$ cat config.mk
export PLATFORM = sky130hd
export DESIGN_NAME = stq_cell
export DESIGN_NICKNAME = d
export VERILOG_FILES = /design/src/sorted_timeout_queue_assert.svh /design/src/stq_pkg.sv /design/src/stq_cell.sv
export SDC_FILE = /design/constraint.sdc
export NUM_CORES = 1
export LEC_CHECK = 0
export BUFFER_PORTS_ARGS = -buffer_cell sky130_fd_sc_hd__buf_4
export CAP_MARGIN = 30
export CORE_AREA = 2 2 87 89
export CTS_CLUSTER_DIAMETER = 150
export DETAILED_ROUTE_END_ITERATION = 7
export DIE_AREA = 0 0 89 91
export PLACE_DENSITY = 0.79
export SLEW_MARGIN = 20
export SYNTH_ARGS = -nofsm -noshare
export SYNTH_HDL_FRONTEND = slang
export SYNTH_SLANG_ARGS = --single-unit
$ cat constraint.sdc
create_clock -name clock -period 5.01 [get_ports clock]
set_input_delay 0 -clock clock [delete_from_list [all_inputs] [get_ports clock]]
set_output_delay 0 -clock clock [all_outputs]
set_load 0.02 [all_outputs]
$ cat src/sorted_timeout_queue_assert.svh
// ----------------------------------------------------------------------------
// sorted timeout queue assertion macros
// shared concurrent assertion forms, sampled on clock, disabled in reset
// ----------------------------------------------------------------------------
`ifndef SORTED_TIMEOUT_QUEUE_ASSERT_SVH
`define SORTED_TIMEOUT_QUEUE_ASSERT_SVH

// same-cycle implication
`define STQ_ASSERT_IMP(lbl, cond, prop, msg) \
   lbl: assert property (@(posedge clock) disable iff (reset) (cond) |-> (prop)) \
      else $error(msg);

// next-cycle implication
`define STQ_ASSERT_NXT(lbl, cond, prop, msg) \
   lbl: assert property (@(posedge clock) disable iff (reset) (cond) |=> (prop)) \
      else $error(msg);

`endif

$ cat src/stq_pkg.sv
// ----------------------------------------------------------------------------
// stq_pkg
// types and codes shared by the sorted timeout queue and its cells
// ----------------------------------------------------------------------------
`default_nettype none

package stq_pkg;

   localparam int unsigned KEY_W    = 32;
   localparam int unsigned ID_W     = 10;
   localparam int unsigned STATUS_W = 3;

   typedef enum logic [1:0] {
      REQ_ADD    = 2'd0,
      REQ_ADJUST = 2'd1,
      REQ_DELETE = 2'd2,
      REQ_TICK   = 2'd3
   } req_kind_type;

   typedef enum logic [STATUS_W-1:0] {
      STATUS_OK        = 3'd0,
      STATUS_FULL      = 3'd1,
      STATUS_NOT_FOUND = 3'd2,
      STATUS_EXPIRED   = 3'd3,
      STATUS_NONE      = 3'd4
   } status_type;

   typedef enum logic [1:0] {
      CELL_HOLD   = 2'd0,
      CELL_INSERT = 2'd1,
      CELL_SHIFT  = 2'd2
   } cell_op_type;

   typedef enum logic [2:0] {
      ST_IDLE   = 3'd0,
      ST_FIND   = 3'd1,
      ST_REMOVE = 3'd2,
      ST_INSERT = 3'd3,
      ST_REPLY  = 3'd4,
      ST_TICK   = 3'd5
   } state_type;

   // broadcast to every cell
   typedef struct packed {
      cell_op_type      op;
      logic [KEY_W-1:0] key;
   } cell_ctl_type;

endpackage

`default_nettype wire

$ cat src/stq_cell.sv
// ----------------------------------------------------------------------------
// stq_cell
// one slot of the sorted chain: holds an expiry and its owner id
// ----------------------------------------------------------------------------
`default_nettype none

module stq_cell import stq_pkg::*; #(
   parameter int ID_BITS = 10
) (
   input  wire logic               clock,
   input  wire cell_ctl_type       ctl,
   input  wire logic [ID_BITS-1:0] new_id,
   input  wire logic               occupied,
   input  wire logic               rm,
   input  wire logic               left_place,
   input  wire logic [KEY_W-1:0]   left_key,
   input  wire logic [ID_BITS-1:0] left_id,
   input  wire logic [KEY_W-1:0]   right_key,
   input  wire logic [ID_BITS-1:0] right_id,
   output logic [KEY_W-1:0]        key,
   output logic [ID_BITS-1:0]      id,
   output logic                    place,
   output logic                    match
);

   logic [KEY_W-1:0]   key_ff, key_in;
   logic [ID_BITS-1:0] id_ff, id_in;

   // new entry belongs at or before this slot (ties go after)
   assign place = !occupied || (key_ff > ctl.key);
   assign match = occupied && (id_ff == new_id);
   assign key   = key_ff;
   assign id    = id_ff;

   always_comb begin
      key_in = key_ff;
      id_in  = id_ff;
      case (ctl.op)
         CELL_INSERT: begin
            if (place) begin
               if (left_place) begin
                  key_in = left_key;
                  id_in  = left_id;
               end else begin
                  key_in = ctl.key;
                  id_in  = new_id;
               end
            end
         end
         CELL_SHIFT: begin
            if (rm) begin
               key_in = right_key;
               id_in  = right_id;
            end
         end
         default: begin
         end
      endcase
   end

   always_ff @(posedge clock) begin
      key_ff <= key_in;
      id_ff  <= id_in;
   end

endmodule

`default_nettype wire

# Word level (Yosys, flattened, before mapping)
# Index checks and enable logic that the tools add are counted.
# word_totals
regBits	42
in_bits	132
out_inout_bits	44
elab_cells	21
# op_classes
magnitude_cmp	1
eq_ne	5
n_mux	8
n_reduce_logical	5
# ops
operator	n
2-to-1 mux 32 bit	3
one-hot mux 32 bit (2 select lines)	1
greater-than comparator 32 bit	1
2-to-1 mux 10 bit	3
one-hot mux 10 bit (2 select lines)	1
== test 10 bit	1
!= test 2 bit, second input constant	2
AND reduction 3 bit	1
== test 2 x 1 -> 1 bit, second input constant	1
== test 2 bit, second input constant	1
nonzero test 2 bit	1
logical AND 1 bit	1
logical NOT 1 bit	1
logical OR 1 bit	1

# Logic depth before layout (Yosys ltp)
# logic_depth
word_depth	4
mapped_depth	7
ltp_nobuf	7

# Worst setup path before layout
# OpenSTA, ideal clock, no wires.
# synth_timing
kind	reg2reg
startpoint	reg key_ff[31], in the netlist key[31]
endpoint	reg id_ff[0], in the netlist id[0], enable pin
setup_ns	0.652
arrival_ns	2.801
required_ns	4.358
setup_slack_ns	1.557
path_stages_with_launch	7
path_buffers	0
synth_period_minus_slack_ns	3.453
cell_sequence	edfxtp_1 ha_1 nand4_2 or4_4 nor4_4 a311o_2 nand3_1
# synth_between
elab_chain_len	4
# synth_rtl
item	line	rtl
from (decl)	stq_cell.sv:26	logic [KEY_W-1:0] key_ff, key_in;
from (signal assigned)	stq_cell.sv:62	key_ff <= key_in;
greater-than comparator 32 bit	stq_cell.sv:30	assign place = !occupied || (key_ff > ctl.key);
logical OR 1 bit	stq_cell.sv:30	
!= test 2 bit (no line)	--	
AND reduction 3 bit (no line)	--	
to (signal assigned)	stq_cell.sv:63	id_ff <= id_in;
to (decl)	stq_cell.sv:27	logic [ID_BITS-1:0] id_ff, id_in;
# Every way passes these cells.
# A chain may end at the register's enable or synchronous reset.

# Worst setup path after layout
# layout_timing
startpoint	reg key_ff[31], in the netlist key[31]
endpoint	reg key_ff[30], in the netlist key[30], enable pin
# layout_between
elab_chain_len	4
# layout_rtl
item	line
greater-than comparator 32 bit	stq_cell.sv:30
logical OR 1 bit	stq_cell.sv:30
!= test 2 bit (no line)	--
AND reduction 3 bit (no line)	--
# Every way passes these cells.

==> results.json <==
{
  "grt_setup_unrepaired": "false",
  "vias": 3051,
  "viasPerCell": 4.94,
  "post_drt_wl_per_cell_um": 14.7,
  "synthAdderAreaFrac_pct": 12.8,
  "start_util_pct": 43.8,
  "crit_required_ps": 5050,
  "drt_pass1_iterations": 4,
  "port_buffers": 175,
  "area_growth_pct": 57.9,
  "drt_wl_total_mm": 9.05,
  "clock_skew_ps": 12.9,
  "yosys.area_share.simple_pct": 12.0,
  "syn_inst": 320,
  "synth_most_common_cell": "nand2_1",
  "hold_start": "right_key[20]",
  "startpoint": "key[31]",
  "grt_pass1_vias": 3074,
  "crit_fanout": 23,
  "tritoncts": "yes",
  "drc": 0,
  "ys_seq_area_share_pct": 40.4,
  "final_util_pct": 69.1,
  "synth-compound-area-share_pct": 12.9,
  "ys_async_sr_fraction_pct": 0,
  "cts.sinks": 42,
  "grt_overflow": 0,
  "htreeDepth": 2,
  "grt_pass1_wl_mm": 13.8,
  "pin_count": 176,
  "critPathKind": "flop to flop",
  "dieHeight_um": 91,
  "synth_xor_area_share_pct": 2.80,
  "ys_warn_count": 0,
  "synth_flop_cell": "edfxtp_1",
  "synth_top_cell_by_area": "edfxtp_1",
  "postCtsSetupBuffers": 0,
  "start_kind": "flop",
  "timing.slew.headroom_pct": 52.4,
  "setup_violations": 0,
  "peakVddDrop_v": 0.000109,
  "synthMuxAreaShare_pct": 13.5,
  "cts_buffers": 5,
  "grt_util_all_layers_pct": 21.7,
  "cts_root_buffer": "clkbuf_8",
  "synth-edff-count": 42,
  "finalCritPeriodShare_pct": 59.0,
  "synth_cell_types": 32,
  "antenna_cells": 0,
  "clkLatencyLatePin_ps": 300,
  "syn_area_sq_um": 3120,
  "tightestPinTransition_ps": 714,
  "hold_path.class": "input pin to flop",
  "finalHoldViolCount": 0,
  "clk_pin_slew_ps": 80,
  "syn_nets": 484,
  "row_count": 31,
  "powerDensity_nw_per_um2": 220,
  "maxCapViolCount": 0,
  "drive_above_1_share_pct": 37.5,
  "hpwl_mm": 6.90,
  "synthTopCellsByCount": "nand2_1 (52), o21ai_0 (43), edfxtp_1 (42), mux2i_1 (42)",
  "synth_top_family_by_area": "multiplexers",
  "power.leakage_nw": 2.35,
  "die_w_um": 89,
  "synth_area_leaders": "edfxtp_1 (40%), mux2i_1 (13%), ha_1 (13%), o21ai_0 (6.9%), nand2_1 (6.2%)",
  "postRouteAntennaNets": 0,
  "drtIter0Drc": 94,
  "status": "finished clean",
  "min_period_ps": 2950,
  "synthDominantCellAreaShare_pct": 40.4,
  "antenna_found_initial": 0,
  "clk_path_buf_depth": 2,
  "place_worst_setup_slack_ps": 2040,
  "setup_tns_ps": 0,
  "die_area_sq_um": 8100,
  "setup_ws_ps": 2060,
  "slew_viol_final": 0,
  "fmaxAchievable_mhz": 339,
  "synth_area_per_cell_sq_um": 9.76,
  "cp.arrival_ps": 2990,
  "ys_ff_latch": 42,
  "gp_congestion": 0.828,
  "coreArea_sq_um": 7140,
  "nets": 681,
  "endpoint_kind": "flop",
  "r2r_start": "key[31]",
  "grt_max_degree": 85
}
where the power goes:
| group | total (mW) | switching (mW) | internal (mW) |
|---|---|---|---|
| Clock | 0.268 | 0.120 | 0.149 |
| Combinational | 0.367 | 0.178 | 0.189 |
| Sequential | 0.447 | 0.0168 | 0.431 |
cells by family (layout without fill, tap and decap cells):
logic type,Yosys count,count (layout)
AO/OA/AOI/OAI,72,72
AND/OR/NAND/NOR,76,76
multiplexers,42,42
adder cells (fa/ha/maj),32,32
buffers and inverters,46,244
XOR/XNOR,10,10
flip-flops,42,42
registers in the layout, indices dropped and copies added, names as in the netlist:
name and flops:
id 10, key 32
layout make-up:
cell class / instances / area (sq um)
fill: 574 / 2200
sequential: 42 / 1260
inverter: 32 / 120
multi-input combinational: 232 / 1700
tap: 99 / 124
clock inverter: 2 / 37.5
timing repair buffer: 204 / 1620
clock buffer: 6 / 72.6
repair_timing:
| action | CTS | global route |
|---|---|---|
| hold endpoints to repair | 27 | 0 |
| hold buffers | 27 | 0 |
| gates resized for setup | 0 | 0 |
path summary, 6_finish.rpt:
kind	end	slack [ps]	cells past startpoint
worst min-delay path	key[20]	9	3
worst min register to register	id[2]	1490	5
worst max-delay path	key[30]	2060	7
worst max register to register	key[30]	2060	7
critical path, cell delays in order, from the launching register on:
cell      delay [ps]
edfxtp_1         410
ha_1             350
nand4_2          160
or4_4            600
nor4_4           180
a311o_2          160
nand3_2          460
buf_16           380
per-layer routing:
layer | vias up | track usage [%] | share of wire [%]
met3 | 14 | 4.73 | 7.3
li1 | 1544 | - | -
met4 | 0 | 5.60 | 1.8
met2 | 119 | 40.1 | 52
met1 | 1374 | 24.7 | 39
met5 | - | 0 | 0
cells in the final DEF, fill, tap and decap left out, types with 2 or more instances in the layout:
master / count
xnor2_1: 10
ha_1: 32
nand2_1: 52
o21a_1: 3
nand4_2: 3
a211oi_1: 2
nor3_1: 2
nor2b_1: 2
clkbuf_8: 5
dlygate4sd3_1: 27
buf_4: 176
mux2i_1: 42
o21ai_0: 43
edfxtp_1: 42
a21oi_1: 14
nand4_1: 7
inv_1: 32
nor2_1: 2
o211ai_1: 2
stage by stage:
| step | hold slack [ps] | total power [mW] | cells | area (sq um) |
|---|---|---|---|---|
| 2_1_floorplan | 150 | 0.631 | 320 | 3120 |
| 3_3_place_gp | 276 | 0.790 | 581 | 4520 |
| 3_5_place_dp | 278 | 0.807 | 582 | 4550 |
| 4_1_cts | 0.634 | 1.09 | 617 | 4930 |
| 5_1_grt | 0.147 | 1.14 | 617 | 4930 |
| 6_report | 8.80 | 1.08 | 617 | 4930 |
Note: power is estimated with default switching activity, not from simulation.
